## config.mk

```make
export PLATFORM = sky130hd
export DESIGN_NAME = baudot_mtk2_text_encoder_flat
export DESIGN_NICKNAME = d
export VERILOG_FILES = /design/src/design/bme_pkg.sv /design/src/design/bme_if.sv /design/src/design/baudot_mtk2_text_encoder.sv /design/src/design/bme_front.sv /design/src/design/bme_fifo.sv /design/src/design/bme_back.sv /design/src/flat_wrapper.sv
export VERILOG_INCLUDE_DIRS = /design/src /design/src/design
export SDC_FILE = /design/constraint.sdc
export NUM_CORES = 1
export LEC_CHECK = 0
export BUFFER_PORTS_ARGS = -buffer_cell sky130_fd_sc_hd__buf_2
export CAP_MARGIN = 20
export CORE_MARGIN = 2
export CORE_UTILIZATION = 60
export DETAILED_ROUTE_END_ITERATION = 7
export PLACE_DENSITY = 0.79
export SLEW_MARGIN = 10
export SYNTH_ARGS = -nofsm -noshare
export SYNTH_HDL_FRONTEND = slang
export SYNTH_SLANG_ARGS = --single-unit
export TNS_END_PERCENT = 30
```

## constraint.sdc

```tcl
create_clock -name clk -period 3.7 [get_ports clk]
set_input_delay 0.37 -clock clk [delete_from_list [all_inputs] [get_ports clk]]
set_output_delay 0.37 -clock clk [all_outputs]
set_load 0.02 [all_outputs]
```

## src/design/baudot_mtk2_text_encoder_assert.svh

```systemverilog
// Assertion macros shared by the encoder modules. They sample on clk and are
// held off while rst_n is low.
`ifndef BAUDOT_MTK2_TEXT_ENCODER_ASSERT_SVH
`define BAUDOT_MTK2_TEXT_ENCODER_ASSERT_SVH

`ifndef SYNTHESIS

`define BME_ASSERT_IMP(label, ante, cons) \
  label: assert property (@(posedge clk) disable iff (!rst_n) (ante) |-> (cons)) \
    else $error("encoder assertion failed");

`define BME_ASSERT_NEXT(label, ante, cons) \
  label: assert property (@(posedge clk) disable iff (!rst_n) (ante) |=> (cons)) \
    else $error("encoder assertion failed");

`else

`define BME_ASSERT_IMP(label, ante, cons)

`define BME_ASSERT_NEXT(label, ante, cons)

`endif

`endif

```

## src/design/bme_pkg.sv

```systemverilog
package bme_pkg;

  localparam int QUEUE_DEPTH = 2;

  typedef enum logic [1:0] {
    SH_LAT = 2'd0,
    SH_FIG = 2'd1,
    SH_RUS = 2'd2
  } shift_t;

  typedef enum logic [1:0] {
    KIND_CHAR  = 2'd0,
    KIND_SHIFT = 2'd1,
    KIND_END   = 2'd2
  } code_kind_t;

  localparam logic [4:0] CODE_SHIFT_LAT = 5'h1F;
  localparam logic [4:0] CODE_SHIFT_FIG = 5'h1B;
  localparam logic [4:0] CODE_SHIFT_RUS = 5'h00;
  localparam logic [4:0] CODE_SPACE     = 5'h04;
  localparam logic [4:0] CODE_LF        = 5'h08;
  localparam logic [4:0] CODE_CR        = 5'h02;

  localparam logic [7:0] NO_MATCH   = 8'hFF;
  localparam logic [7:0] LEAD_D0    = 8'hD0;
  localparam logic [7:0] LEAD_D1    = 8'hD1;
  localparam logic [7:0] ASCII_SP   = 8'h20;
  localparam logic [7:0] ASCII_LF   = 8'h0A;
  localparam logic [7:0] ASCII_CR   = 8'h0D;

  // Table entries are {shift, code}: shift in bits 6:5, code in bits 4:0.
  localparam logic [7:0] CYR_MAP [32] = '{
    8'h43, 8'h59, 8'h53, 8'h5A, 8'h49, 8'h41, 8'h5E, 8'h51,
    8'h46, 8'h4B, 8'h4F, 8'h52, 8'h5C, 8'h4C, 8'h58, 8'h56,
    8'h4A, 8'h45, 8'h50, 8'h47, 8'h4D, 8'h54, 8'h4E, 8'h2A,
    8'h3A, 8'h34, 8'h5D, 8'h55, 8'h5D, 8'h2D, 8'h2B, 8'h57
  };

  localparam logic [4:0] LAT_MAP [26] = '{
    5'h03, 5'h19, 5'h0E, 5'h09, 5'h01, 5'h0D, 5'h1A, 5'h14, 5'h06,
    5'h0B, 5'h0F, 5'h12, 5'h1C, 5'h0C, 5'h18, 5'h16, 5'h17, 5'h0A,
    5'h05, 5'h10, 5'h07, 5'h1E, 5'h13, 5'h1D, 5'h15, 5'h11
  };

  localparam logic [4:0] DIGIT_MAP [10] = '{
    5'h16, 5'h17, 5'h13, 5'h01, 5'h0A, 5'h10, 5'h15, 5'h07, 5'h06, 5'h18
  };

  // One queue entry: what the back end has to send for one item.
  typedef struct packed {
    logic       send_shift;
    logic       send_char;
    logic       send_end;
    logic [4:0] shift_code;
    logic [4:0] char_code;
  } plan_t;

  function automatic logic [7:0] lookup_single(input logic [7:0] b);
    logic [7:0] e;
    e = NO_MATCH;
    if (b >= 8'h41 && b <= 8'h5A) begin
      e = {3'b000, LAT_MAP[5'(b - 8'h41)]};
    end else if (b >= 8'h61 && b <= 8'h7A) begin
      e = {3'b000, LAT_MAP[5'(b - 8'h61)]};
    end else if (b >= 8'h30 && b <= 8'h39) begin
      e = {3'b001, DIGIT_MAP[4'(b - 8'h30)]};
    end else begin
      case (b)
        8'h2D:   e = 8'h23;
        8'h3F:   e = 8'h39;
        8'h3A:   e = 8'h2E;
        8'h28:   e = 8'h2F;
        8'h29:   e = 8'h32;
        8'h2E:   e = 8'h3C;
        8'h2C:   e = 8'h2C;
        8'h27:   e = 8'h25;
        8'h3D:   e = 8'h3E;
        8'h2F:   e = 8'h3D;
        8'h2B:   e = 8'h31;
        default: e = NO_MATCH;
      endcase
    end
    return e;
  endfunction

  function automatic logic [7:0] lookup_pair(input logic [7:0] lead, input logic [7:0] cont);
    logic [7:0] e;
    e = NO_MATCH;
    if (lead == LEAD_D0) begin
      if (cont == 8'h81) begin
        e = 8'h41;
      end else if (cont >= 8'h90 && cont <= 8'hBF) begin
        // The upper part of the range folds back onto the start of the table.
        e = CYR_MAP[{~cont[4], cont[3:0]}];
      end
    end else if (lead == LEAD_D1) begin
      if (cont == 8'h91) begin
        e = 8'h41;
      end else if (cont >= 8'h80 && cont <= 8'h8F) begin
        e = CYR_MAP[{1'b1, cont[3:0]}];
      end
    end
    return e;
  endfunction

  function automatic logic [4:0] shift_code_of(input shift_t s);
    logic [4:0] c;
    case (s)
      SH_LAT:  c = CODE_SHIFT_LAT;
      SH_FIG:  c = CODE_SHIFT_FIG;
      SH_RUS:  c = CODE_SHIFT_RUS;
      default: c = CODE_SHIFT_RUS;
    endcase
    return c;
  endfunction

endpackage

```

## src/design/bme_if.sv

```systemverilog
interface bme_in_if;
  logic       valid;
  logic       ready;
  logic [7:0] text_byte;
  logic       byte_present;
  logic       message_start;
  logic       message_end;

  modport source(output valid, output text_byte, output byte_present,
                 output message_start, output message_end, input ready);
  modport sink(input valid, input text_byte, input byte_present,
               input message_start, input message_end, output ready);
endinterface

interface bme_out_if;
  logic       valid;
  logic       ready;
  logic [4:0] baudot_code;
  logic [1:0] code_kind;
  logic       last_of_run;

  modport source(output valid, output baudot_code, output code_kind,
                 output last_of_run, input ready);
  modport sink(input valid, input baudot_code, input code_kind,
               input last_of_run, output ready);
endinterface

```

## src/design/baudot_mtk2_text_encoder.sv

```systemverilog
// MTK-2 text encoder: takes UTF-8 text one byte per beat and sends 5-bit
// MTK-2 codes, inserting Latin, figure or Russian shift codes as needed and
// appending CR LF at message end. The front end accepts one input beat per
// clock as long as its two-entry plan queue has room; the back end sends one
// code per clock while the sink takes its output. An item causes one to four
// codes (a shift, a character, then CR and LF); an item that causes no code
// never enters the queue. When the back end has drained its work, it loads
// the next queued item before picking its first code. The output register
// lets a code wait for the sink while the next one is already being prepared.
module baudot_mtk2_text_encoder (
  input  logic       clk,
  input  logic       rst_n,
  bme_in_if.sink     in_ch,
  bme_out_if.source  out_ch
);
  import bme_pkg::*;

  plan_t push_plan;
  plan_t pop_plan;
  logic  q_push;
  logic  q_full;
  logic  q_pop;
  logic  q_valid;

  bme_front u_front (
    .clk    (clk),
    .rst_n  (rst_n),
    .in_ch  (in_ch),
    .q_full (q_full),
    .q_push (q_push),
    .q_plan (push_plan)
  );

  bme_fifo u_fifo (
    .clk       (clk),
    .rst_n     (rst_n),
    .push      (q_push),
    .push_plan (push_plan),
    .full      (q_full),
    .pop       (q_pop),
    .not_empty (q_valid),
    .pop_plan  (pop_plan)
  );

  bme_back u_back (
    .clk     (clk),
    .rst_n   (rst_n),
    .q_valid (q_valid),
    .q_plan  (pop_plan),
    .q_pop   (q_pop),
    .out_ch  (out_ch)
  );

endmodule

```

## src/design/bme_front.sv

```systemverilog
module bme_front (
  input  logic          clk,
  input  logic          rst_n,
  bme_in_if.sink        in_ch,
  input  logic          q_full,
  output logic          q_push,
  output bme_pkg::plan_t q_plan
);
  import bme_pkg::*;

  shift_t     shift_r, shift_nxt;
  logic [7:0] held_lead_r, held_lead_nxt;
  logic       lead_held_r, lead_held_nxt;

  logic       accept;
  shift_t     shift_eff;
  logic       lead_eff;
  logic [7:0] pair_entry;
  logic [7:0] single_entry;
  logic [7:0] entry;
  logic       plain_en;
  logic [4:0] plain_code;
  logic       char_en;
  shift_t     target;

  assign in_ch.ready = !q_full;
  assign accept      = in_ch.valid && in_ch.ready;

  assign pair_entry   = lookup_pair(held_lead_r, in_ch.text_byte);
  assign single_entry = lookup_single(in_ch.text_byte);

  always_comb begin
    shift_eff     = in_ch.message_start ? SH_LAT : shift_r;
    lead_eff      = lead_held_r && !in_ch.message_start;
    lead_held_nxt = lead_eff;
    held_lead_nxt = held_lead_r;
    entry         = NO_MATCH;
    plain_en      = 1'b0;
    plain_code    = CODE_SPACE;

    if (in_ch.byte_present) begin
      // A held lead is used up by any following byte, matched or not.
      lead_held_nxt = 1'b0;
      if (lead_eff && pair_entry != NO_MATCH) begin
        entry = pair_entry;
      end else if (in_ch.text_byte == ASCII_SP) begin
        plain_en   = 1'b1;
        plain_code = CODE_SPACE;
      end else if (in_ch.text_byte == ASCII_LF) begin
        plain_en   = 1'b1;
        plain_code = CODE_LF;
      end else if (in_ch.text_byte == ASCII_CR) begin
        plain_en   = 1'b1;
        plain_code = CODE_CR;
      end else if (single_entry != NO_MATCH) begin
        entry = single_entry;
      end else if (in_ch.text_byte == LEAD_D0 || in_ch.text_byte == LEAD_D1) begin
        lead_held_nxt = 1'b1;
        held_lead_nxt = in_ch.text_byte;
      end
    end

    if (in_ch.message_end) begin
      lead_held_nxt = 1'b0;
    end

    char_en   = plain_en || (entry != NO_MATCH);
    target    = (entry != NO_MATCH) ? shift_t'(entry[6:5]) : shift_eff;
    shift_nxt = target;

    q_plan.send_shift = (entry != NO_MATCH) && (target != shift_eff);
    q_plan.send_char  = char_en;
    q_plan.send_end   = in_ch.message_end;
    q_plan.shift_code = shift_code_of(target);
    q_plan.char_code  = plain_en ? plain_code : entry[4:0];
  end

  // Items that produce no code are absorbed here and never reach the queue.
  assign q_push = accept && (char_en || in_ch.message_end);

  always_ff @(posedge clk) begin
    if (!rst_n) begin
      shift_r     <= SH_LAT;
      lead_held_r <= 1'b0;
    end else if (accept) begin
      shift_r     <= shift_nxt;
      lead_held_r <= lead_held_nxt;
    end
  end

  always_ff @(posedge clk) begin
    if (accept) begin
      held_lead_r <= held_lead_nxt;
    end
  end

endmodule

```

## src/design/bme_fifo.sv

```systemverilog
module bme_fifo (
  input  logic           clk,
  input  logic           rst_n,
  input  logic           push,
  input  bme_pkg::plan_t push_plan,
  output logic           full,
  input  logic           pop,
  output logic           not_empty,
  output bme_pkg::plan_t pop_plan
);
  import bme_pkg::*;

  `include "baudot_mtk2_text_encoder_assert.svh"

  localparam int AW = (QUEUE_DEPTH > 1) ? $clog2(QUEUE_DEPTH) : 1;
  localparam int CW = $clog2(QUEUE_DEPTH + 1);
  localparam logic [AW-1:0] LAST_SLOT = AW'(QUEUE_DEPTH - 1);
  localparam logic [CW-1:0] DEPTH_CNT = CW'(QUEUE_DEPTH);

  plan_t         slot_r [QUEUE_DEPTH];
  logic [AW-1:0] wr_ptr_r, wr_ptr_nxt;
  logic [AW-1:0] rd_ptr_r, rd_ptr_nxt;
  logic [CW-1:0] count_r, count_nxt;
  logic          do_push, do_pop;

  assign full      = (count_r == DEPTH_CNT);
  assign not_empty = (count_r != '0);
  assign pop_plan  = slot_r[rd_ptr_r];
  assign do_push   = push && !full;
  assign do_pop    = pop && not_empty;

  always_comb begin
    wr_ptr_nxt = wr_ptr_r;
    rd_ptr_nxt = rd_ptr_r;
    count_nxt  = count_r;
    if (do_push) begin
      wr_ptr_nxt = (wr_ptr_r == LAST_SLOT) ? '0 : wr_ptr_r + 1'b1;
    end
    if (do_pop) begin
      rd_ptr_nxt = (rd_ptr_r == LAST_SLOT) ? '0 : rd_ptr_r + 1'b1;
    end
    if (do_push && !do_pop) begin
      count_nxt = count_r + 1'b1;
    end else if (do_pop && !do_push) begin
      count_nxt = count_r - 1'b1;
    end
  end

  always_ff @(posedge clk) begin
    if (!rst_n) begin
      wr_ptr_r <= '0;
      rd_ptr_r <= '0;
      count_r  <= '0;
    end else begin
      wr_ptr_r <= wr_ptr_nxt;
      rd_ptr_r <= rd_ptr_nxt;
      count_r  <= count_nxt;
    end
  end

  always_ff @(posedge clk) begin
    if (do_push) begin
      slot_r[wr_ptr_r] <= push_plan;
    end
  end

  `BME_ASSERT_IMP(a_count_bound, 1'b1, count_r <= DEPTH_CNT)
  `BME_ASSERT_IMP(a_no_push_full, push, !full)
  `BME_ASSERT_NEXT(a_count_follows, do_push && !do_pop, count_r == $past(count_r) + 1'b1)

endmodule

```

## src/design/bme_back.sv

```systemverilog
module bme_back (
  input  logic           clk,
  input  logic           rst_n,
  input  logic           q_valid,
  input  bme_pkg::plan_t q_plan,
  output logic           q_pop,
  bme_out_if.source      out_ch
);
  import bme_pkg::*;

  `include "baudot_mtk2_text_encoder_assert.svh"

  // Pending codes of the current item, lowest bit goes first:
  // bit 0 shift, bit 1 character, bit 2 CR, bit 3 LF.
  logic [3:0]  mask_r, mask_nxt;
  logic [4:0]  shift_code_r;
  logic [4:0]  char_code_r;
  logic        out_valid_r, out_valid_nxt;
  logic [4:0]  out_code_r;
  code_kind_t  out_kind_r;
  logic        out_last_r;

  logic        advance;
  logic        load;
  logic [3:0]  rest;
  logic        last;
  logic [4:0]  sel_code;
  code_kind_t  sel_kind;

  assign advance = (mask_r != '0) && (!out_valid_r || out_ch.ready);
  assign rest    = mask_r & (mask_r - 4'd1);
  assign last    = (rest == '0);
  assign load    = q_valid && ((mask_r == '0) || (advance && last));
  assign q_pop   = load;

  always_comb begin
    if (mask_r[0]) begin
      sel_code = shift_code_r;
      sel_kind = KIND_SHIFT;
    end else if (mask_r[1]) begin
      sel_code = char_code_r;
      sel_kind = KIND_CHAR;
    end else if (mask_r[2]) begin
      sel_code = CODE_CR;
      sel_kind = KIND_END;
    end else begin
      sel_code = CODE_LF;
      sel_kind = KIND_END;
    end
  end

  always_comb begin
    if (load) begin
      mask_nxt = {q_plan.send_end, q_plan.send_end, q_plan.send_char, q_plan.send_shift};
    end else if (advance) begin
      mask_nxt = rest;
    end else begin
      mask_nxt = mask_r;
    end

    if (advance) begin
      out_valid_nxt = 1'b1;
    end else if (out_ch.ready) begin
      out_valid_nxt = 1'b0;
    end else begin
      out_valid_nxt = out_valid_r;
    end
  end

  always_ff @(posedge clk) begin
    if (!rst_n) begin
      mask_r      <= '0;
      out_valid_r <= 1'b0;
    end else begin
      mask_r      <= mask_nxt;
      out_valid_r <= out_valid_nxt;
    end
  end

  always_ff @(posedge clk) begin
    if (load) begin
      shift_code_r <= q_plan.shift_code;
      char_code_r  <= q_plan.char_code;
    end
    if (advance) begin
      out_code_r <= sel_code;
      out_kind_r <= sel_kind;
      out_last_r <= last;
    end
  end

  assign out_ch.valid       = out_valid_r;
  assign out_ch.baudot_code = out_code_r;
  assign out_ch.code_kind   = out_kind_r;
  assign out_ch.last_of_run = out_last_r;

  `BME_ASSERT_IMP(a_shift_not_last, out_valid_r && out_kind_r == KIND_SHIFT, !out_last_r)
  `BME_ASSERT_IMP(a_cr_not_last,
                  out_valid_r && out_kind_r == KIND_END && out_code_r == CODE_CR, !out_last_r)
  `BME_ASSERT_NEXT(a_run_continues, advance && !last, mask_r != '0)

endmodule
```

## src/flat_wrapper.sv

```systemverilog
// flat-port wrapper written by rule: the top's interface ports become plain ports
module baudot_mtk2_text_encoder_flat import bme_pkg::*;
  (clk, rst_n, in_ch_valid, in_ch_text_byte, in_ch_byte_present, in_ch_message_start, in_ch_message_end, in_ch_ready, out_ch_valid, out_ch_baudot_code, out_ch_code_kind, out_ch_last_of_run, out_ch_ready);
  bme_in_if in_ch_i ();
  bme_out_if out_ch_i ();
  input  logic clk;
  input  logic rst_n;
  input wire logic [$bits(in_ch_i.valid)-1:0] in_ch_valid;
  input wire logic [$bits(in_ch_i.text_byte)-1:0] in_ch_text_byte;
  input wire logic [$bits(in_ch_i.byte_present)-1:0] in_ch_byte_present;
  input wire logic [$bits(in_ch_i.message_start)-1:0] in_ch_message_start;
  input wire logic [$bits(in_ch_i.message_end)-1:0] in_ch_message_end;
  output wire logic [$bits(in_ch_i.ready)-1:0] in_ch_ready;
  output wire logic [$bits(out_ch_i.valid)-1:0] out_ch_valid;
  output wire logic [$bits(out_ch_i.baudot_code)-1:0] out_ch_baudot_code;
  output wire logic [$bits(out_ch_i.code_kind)-1:0] out_ch_code_kind;
  output wire logic [$bits(out_ch_i.last_of_run)-1:0] out_ch_last_of_run;
  input wire logic [$bits(out_ch_i.ready)-1:0] out_ch_ready;
  assign in_ch_i.valid = in_ch_valid;
  assign in_ch_i.text_byte = in_ch_text_byte;
  assign in_ch_i.byte_present = in_ch_byte_present;
  assign in_ch_i.message_start = in_ch_message_start;
  assign in_ch_i.message_end = in_ch_message_end;
  assign in_ch_ready = in_ch_i.ready;
  assign out_ch_valid = out_ch_i.valid;
  assign out_ch_baudot_code = out_ch_i.baudot_code;
  assign out_ch_code_kind = out_ch_i.code_kind;
  assign out_ch_last_of_run = out_ch_i.last_of_run;
  assign out_ch_i.ready = out_ch_ready;
  baudot_mtk2_text_encoder u_core (.clk(clk), .rst_n(rst_n), .in_ch(in_ch_i), .out_ch(out_ch_i));
endmodule
```

### Yosys cells after proc, flatten, opt, wreduce, memory -nomap -nowiden

Memories as Yosys holds them, arrays and structs flattened. A register that Yosys moved wholly into a read port is not among the register bits.
Index checks and enable logic that the tools add are counted.
Widths: inputs -> output; s select.

* bits in registers: 38
* latch bits: 0
* memory bits (writable): 26
* ROM bits: 912
* input port bits: 15
* output and inout port bits: 10
* word-level logic and storage cells: 180
* memories: 6

* add/subtract/negate cells: 8
* $mul: 0
* divide/modulo/power cells: 0
* magnitude comparators: 15
* equal/unequal tests: 26
* shift operators: 0
* muxes and demuxes: 64
* bitwise logic cells: 12
* reductions and logical operators: 36

Memory list
* (no name shown): depth 32, bits a word 8, read ports 1, clocked after memory_dff 0, wr ports 0, line bme_pkg.sv:100 `e = CYR_MAP[{1'b1, cont[3:0]}];`
* (no name shown): depth 32, bits a word 8, read ports 1, clocked after memory_dff 0, wr ports 0, line bme_pkg.sv:94 `e = CYR_MAP[{~cont[4], cont[3:0]}];`
* (no name shown): depth 32, bits a word 5, read ports 1, clocked after memory_dff 0, wr ports 0, line bme_pkg.sv:64 `e = {3'b000, LAT_MAP[5'(b - 8'h61)]};`
* (no name shown): depth 32, bits a word 5, read ports 1, clocked after memory_dff 0, wr ports 0, line bme_pkg.sv:62 `e = {3'b000, LAT_MAP[5'(b - 8'h41)]};`
* (no name shown): depth 16, bits a word 5, read ports 1, clocked after memory_dff 0, wr ports 0, line bme_pkg.sv:66 `e = {3'b001, DIGIT_MAP[4'(b - 8'h30)]};`
* u_core.u_fifo.slot_r: depth 2, bits a word 13, read ports 1, clocked after memory_dff 1, wr ports 1, line bme_fifo.sv:20 `plan_t slot_r [QUEUE_DEPTH];`

Operator list (count)
* $mux 8: 19
* $eq 8x6->1 const B: 12
* $pmux 8 s11: 1
* $eq 8x8->1 const B: 6
* $mux 5: 9
* $mux 4: 7
* $ge 6x6->1 const B: 4
* $ne 8x8->1 const B: 3
* $not 5->6: 4
* $mux 1: 21
* $logic_and 1x1->1: 17
* $eq 8x4->1 const B: 2
* $ge 8x7->1 const B: 2
* $ge 8x8->1 const B: 2
* $le 8x7->1 const B: 2
* $le 8x8->1 const B: 2
* $mux 2: 5
* $pmux 5 s2: 1
* $sub 5x1->5 const B: 2
* $ge 8x6->1 const B: 1
* $le 8x6->1 const B: 1
* $logic_not 4->1: 2
* $reduce_and 8->1: 1
* $reduce_bool 2->1: 4
* other kinds (16): 31

### Logic depth before layout (Yosys ltp)

* depth in word-level cells: 24
* depth in mapped cells: 12
* gate-level depth less buffers: 11

### Cells and area by module

Synthesis repeated with hierarchy kept, for this count alone.

* cell total of the unflattened synthesis: 428
* area total of the unflattened synthesis: 4315.4 um^2

By module, submodules not included
* bme_front: instances 1, cells each 298, area each 2214.6 um^2, seq. area each 300.3 um^2
* bme_fifo: instances 1, cells each 65, area each 1168.6 um^2, seq. area each 880.8 um^2
* bme_back: instances 1, cells each 65, area each 932.1 um^2, seq. area each 640.6 um^2

### Worst setup path before layout

OpenSTA, ideal clock, no wires.

* path type: input -> register
* start point: in in_ch_text_byte[1]
* end point: mem u_core.u_fifo.slot_r[0][0] (netlist bit) (enable)
* setup time: 377 ps
* arrival time: 2401 ps
* data required time: 3323 ps
* path slack: 922 ps
* cell stages on the path: 8
* path buffers: 0
* cell sequence: inv_1 > ha_1 > nor3b_1 > o22ai_1 > nor3_2 > a21oi_2 > a31oi_1 > nor2b_1

* longest elaborated chain between the ends: 22
* elaborated cells on any way between the ends: 85
* those cells by class: add/sub (3); order compare (10); eq/ne (19); mux (33); bitwise (5); reduce/logical (10); memory (5)

Ends and longest elaborated chain
* start: declaration: line flat_wrapper.sv:9 `input wire logic [$bits(in_ch_i.text_byte)-1:0] in_ch_text_byte;`
* $sub 4x1->4: line bme_pkg.sv:66
* $not 4->5 (not written as such): line bme_pkg.sv:66
* $mem_v2 16x5
* $mux 5 (not written as such) (2 in series): line bme_pkg.sv:66
* $mux 8: line bme_pkg.sv:65 `end else if (b >= 8'h30 && b <= 8'h39) begin`
* $mux 8: line bme_pkg.sv:63 `end else if (b >= 8'h61 && b <= 8'h7A) begin`
* $mux 8: line bme_pkg.sv:61 `if (b >= 8'h41 && b <= 8'h5A) begin`
* $ne 8x8->1: line bme_front.sv:55 `end else if (single_entry != NO_MATCH) begin`
* [... 6 more ...]
* $ne 8x8->1: line bme_front.sv:67 `char_en = plain_en || (entry != NO_MATCH);`
* $logic_or 1x1->1 (*): line bme_front.sv:67
* $logic_or 1x1->1 (*): line bme_front.sv:79 `assign q_push = accept && (char_en || in_ch.message_end);`
* $logic_and 1x1->1 (*): line bme_front.sv:79
* $logic_and 1x1->1 (*): line bme_fifo.sv:29 `assign do_push = push && !full;`
* net u_core.u_fifo.do_push: line bme_fifo.sv:24 `logic do_push, do_pop;`
* $mux 1 (*): line bme_fifo.sv:62 `if (do_push) begin`
* $mux 1 (not written as such) (*): line bme_fifo.sv:63 `slot_r[wr_ptr_r] <= push_plan;`
* end: declaration: line bme_fifo.sv:20

The timed path passes the listed nets; every way through them passes the cells marked *. The select of a mux whose other input is x is not followed.

### Final worst setup path

* start point: in in_ch_text_byte[1]
* end point: reg u_core.u_fifo.count_r[1]

* longest elaborated chain between the ends: 23
* elaborated cells on any way between the ends: 88
* those cells by class: add/sub (3); order compare (10); eq/ne (19); mux (32); bitwise (5); reduce/logical (14); memory (5)

Ends and longest elaborated chain
* $sub 4x1->4: line bme_pkg.sv:66
* $not 4->5 (not written as such): line bme_pkg.sv:66
* $mem_v2 16x5
* $mux 5 (not written as such) (2 in series): line bme_pkg.sv:66
* $mux 8: line bme_pkg.sv:65
* $mux 8: line bme_pkg.sv:63
* $mux 8: line bme_pkg.sv:61
* $ne 8x8->1: line bme_front.sv:55
* [... 7 more ...]
* $logic_or 1x1->1 (*): line bme_front.sv:67
* $logic_or 1x1->1 (*): line bme_front.sv:79
* $logic_and 1x1->1 (*): line bme_front.sv:79
* $logic_and 1x1->1 (*): line bme_fifo.sv:29
* net u_core.u_fifo.do_push: line bme_fifo.sv:24
* $logic_not 1->1: line bme_fifo.sv:44 `end else if (do_pop && !do_push) begin`
* $logic_and 1x1->1: line bme_fifo.sv:44
* $reduce_bool 2->1 (no source line)
* end signal: assignment: line bme_fifo.sv:57 `count_r <= count_nxt;`
* end: declaration: line bme_fifo.sv:23 `logic [CW-1:0] count_r, count_nxt;`

Marks and branches as above.
A chain may end at the register's enable or synchronous reset.

==> results.py <==
metrics = {
    "power_and_ir_drop": {
        "peakVddDrop_mv": 0.232,
        "powerDensity_mw_per_mm2": 426,
        "p_leak_nw": 1.52,
    },
    "worst_setup_path": {
        "cp_cell_sequence": "buf_2 -> inv_1 -> ha_1 -> buf_4 -> and2_1 -> o21ai_0 -> o21ai_1 -> nor2_1 -> a31oi_1 -> ha_1 -> or3_1 -> a21oi_1",
        "crit_fanout": 13,
        "cp-start-kind": "input pin",
        "cp.arrival_ns": 3.31,
        "reg2reg_depth": 8,
        "critPathKind": "in -> reg",
        "critPathMaxStageDelay_ns": 0.35,
        "crit_required_ns": 3.93,
        "r2r-start": "u_core.u_front.held_lead_r[0]",
        "slowest_stage": "ha_1",
        "crit_top_cell": "ha_1",
        "end_kind": "register",
        "startpoint": "in_ch_text_byte[1]",
    },
    "cells_and_area": {
        "diodes": 0,
        "drive_gt1_share_pct": 16.5,
        "final_nets": 477,
        "layoutNonFillerInstCount": 526,
        "syn2layout_area_growth_pct": 6.69,
    },
    "drt": {
        "drt_iter0_markers": 433,
        "routed_via_density": 6.74,
        "vias": 3543,
        "first_pass_iters": 6,
        "postRouteAntennaNets": 0,
        "wire_per_inst_um": 19.4,
        "wl_um": 10200,
        "drc": 0,
    },
    "synthesis": {
        "ys_seq_area_share_pct": 38.2,
        "netlist_area_mm2": 0.00406,
        "synth.avg_cell_area_um2": 9.44,
        "async_reset_ff_share_pct": 0,
        "ys_seq_elements": 56,
        "syn_nets": 459,
        "yosysWarnings": 0,
        "syn_inst": 430,
        "yosysUniqueCellTypes": 76,
        "synth_edf_count": 43,
        "synth-main-ff-cell": "edfxtp_1",
    },
    "timing": {
        "timing.final.setup_violations": 0,
        "finalMaxSlewViolations": 0,
        "worst_slack_ns": 0.622,
        "rsz0062_at_grt": "no",
        "fmax_ghz": 0.325,
        "final.setup_skew_ns": 0.00540,
        "tightestPinTransition_ns": 0.729,
        "fin_crit_ns": 3.08,
        "maxSlewHeadroom_pct": 51.4,
        "fin_tns_setup_ns": 0,
        "period_share_pct": 83.2,
        "hold_viol_final": 0,
    },
    "clock_tree": {
        "clkTransAtPathRegs_ns": 0.10,
        "cts.sinks": 56,
        "numCtsBuffers": 5,
        "clockBufferDepth": 2,
        "cts_tree": "yes",
        "htreeDepth": 2,
        "clock_latency_ns": 0.30,
        "cts_root_buf": "clkbuf_8",
        "post-cts-setup-buffers": 0,
        "cts_hold_buffers": 0,
        "ctsResizeCount": 0,
    },
    "min_path": {
        "hold_class": "in -> reg",
        "min_from": "in_ch_message_end",
        "whs_path_depth": 1,
    },
    "floorplanning": {
        "die_area_mm2": 0.00744,
        "die_x_um": 86.2,
        "fp.coreArea_mm2": 0.00646,
        "initial_utilization_pct": 62.8,
        "rows": 29,
        "ios": 25,
        "die_y_um": 86.2,
    },
    "placement": {
        "place.gp.congestion": 0.942,
        "dp_cells": 518,
        "io_buffers": 24,
        "hpwl_um": 7620,
        "dp_slack_ns": 0.335,
    },
    "grt": {
        "antenna_found_initial": 0,
        "grtUsageTotal_pct": 28.0,
        "grt_pass1_wl_um": 16400,
        "gr-total-overflow": 0,
        "grt_max_degree": 26,
        "grt_pass1_vias": 3266,
    },
    "job": {
        "cap_violations": 0,
    },
    "run_status": {
        "status": "completed",
    },
}
-- sequential cells by signal, summed over array words and instances (netlist names), 2 cells and up, named ones only --
name                              flops
u_core.u_fifo.slot_r                 20
u_core.u_front.held_lead_r            8
u_core.u_back.char_code_r             5
u_core.u_back.out_ch.baudot_code      5
u_core.u_back.mask_r                  4
u_core.u_back.out_ch.code_kind        2
u_core.u_back.shift_code_r            2
u_core.u_fifo.count_r                 2
u_core.u_front.shift_r                2
-- per-layer routing --
layer / wire length, um / global-route usage, %
met1: 4580 / 40.5
met4: 235 / 9.94
met5: 0 / 0
met2: 4610 / 43.1
met3: 772 / 4.19
-- layout by cell type, fill, tap and decap left out, types with 4 or more instances in the layout --
cell      count
a211oi_1      4
clkbuf_8      5
nand2_1      29
nand2b_1      7
o211ai_1      6
xor2_1        4
mux2_2        9
o311ai_0      5
ha_1         14
or3_1         4
buf_4        16
buf_2        24
inv_1        11
o22ai_1       4
nand4_1       4
nor3_1        8
and2_1        4
o21a_1        4
a21oi_1      25
xnor2_1       7
a31oi_1       9
mux2i_1      10
nand3_1      14
nor2_1       35
dfxtp_1      13
o21ai_0      30
o31ai_1       5
edfxtp_1     43
nor2b_1      14
and3_1        6
-- cell type report --
type                            instances  area (um2)
Timing Repair Buffer                   40         240
Tap cell                               77        96.3
Fill cell                             541        2130
Sequential cell                        56        1550
Multi-Input combinational cell        330        2290
Clock buffer                            5        68.8
Clock inverter                          3        21.3
Inverter                               15        56.3
-- Yosys cell counts, types with 7 or more instances --
cell      count  area [um2]
mux2i_1      10         100
nor2_1       35         131
nand3_1      14        70.1
edfxtp_1     43        1290
dfxtp_1      13         260
mux2_2        9         101
ha_1         14         175
xnor2_1       7        61.3
a31oi_1       9        56.3
nor2b_1      14        87.6
nor3_1        8        40.0
o21ai_0      30         150
clkbuf_1     15        56.3
nand2b_1      7        43.8
buf_2         7        35.0
a21oi_1      25         125
nand2_1      29         109
inv_1        11        41.3
-- cells by family (layout without fill, tap and decap cells) --
group | count (synthesis) | count (layout) | share of synthesized area, %
AOI/OAI and AO/OA | 142 | 142 | 25.2
xor gates and xnor gates | 11 | 11 | 2.37
DFF | 56 | 56 | 38.2
muxes | 21 | 21 | 6.17
buffers and inverters | 44 | 63 | 5.21
and+or+nand+nor | 140 | 140 | 18.0
adders and majority gates | 16 | 16 | 4.81
-- worst paths after layout --
kind | to | slack (ns)
setup / recovery | u_core.u_fifo.count_r[1] | 0.62
hold / removal | u_core.u_fifo.slot_r[1][10] | 0.33
setup reg to reg | u_core.u_fifo.count_r[1] | 0.82
hold reg to reg | u_core.u_fifo.rd_ptr_r | 0.51
-- power by group --
part,switching [W],internal [W],total [W]
Combinational,0.000372,0.000234,0.000606
Clock,0.000200,0.000135,0.000334
Sequential,0.0000743,0.000831,0.000906
-- worst max-delay path: cells and delay by family --
kind	cells	cell delay, ns
adders and majority gates	2	0.67
and+or+nand+nor	3	0.86
AOI/OAI and AO/OA	4	0.76
buffers and inverters	3	0.64
-- stage by stage --
| stage | instance area, um2 | util (%) | hold WS [ns] | total power (W) |
|---|---|---|---|---|
| 2_1_floorplan | 4060 | - | 0.452 | 0.00136 |
| 5_1_grt | 4330 | 67.0 | 0.322 | 0.00195 |
| 6_report | 4330 | 67.0 | 0.329 | 0.00185 |
| 3_5_place_dp | 4240 | 65.6 | 0.496 | 0.00152 |
| 3_3_place_gp | 4240 | 65.6 | 0.459 | 0.00151 |
| 4_1_cts | 4330 | 67.0 | 0.320 | 0.00185 |
No activity file was read; power rests on OpenSTA's default activity.
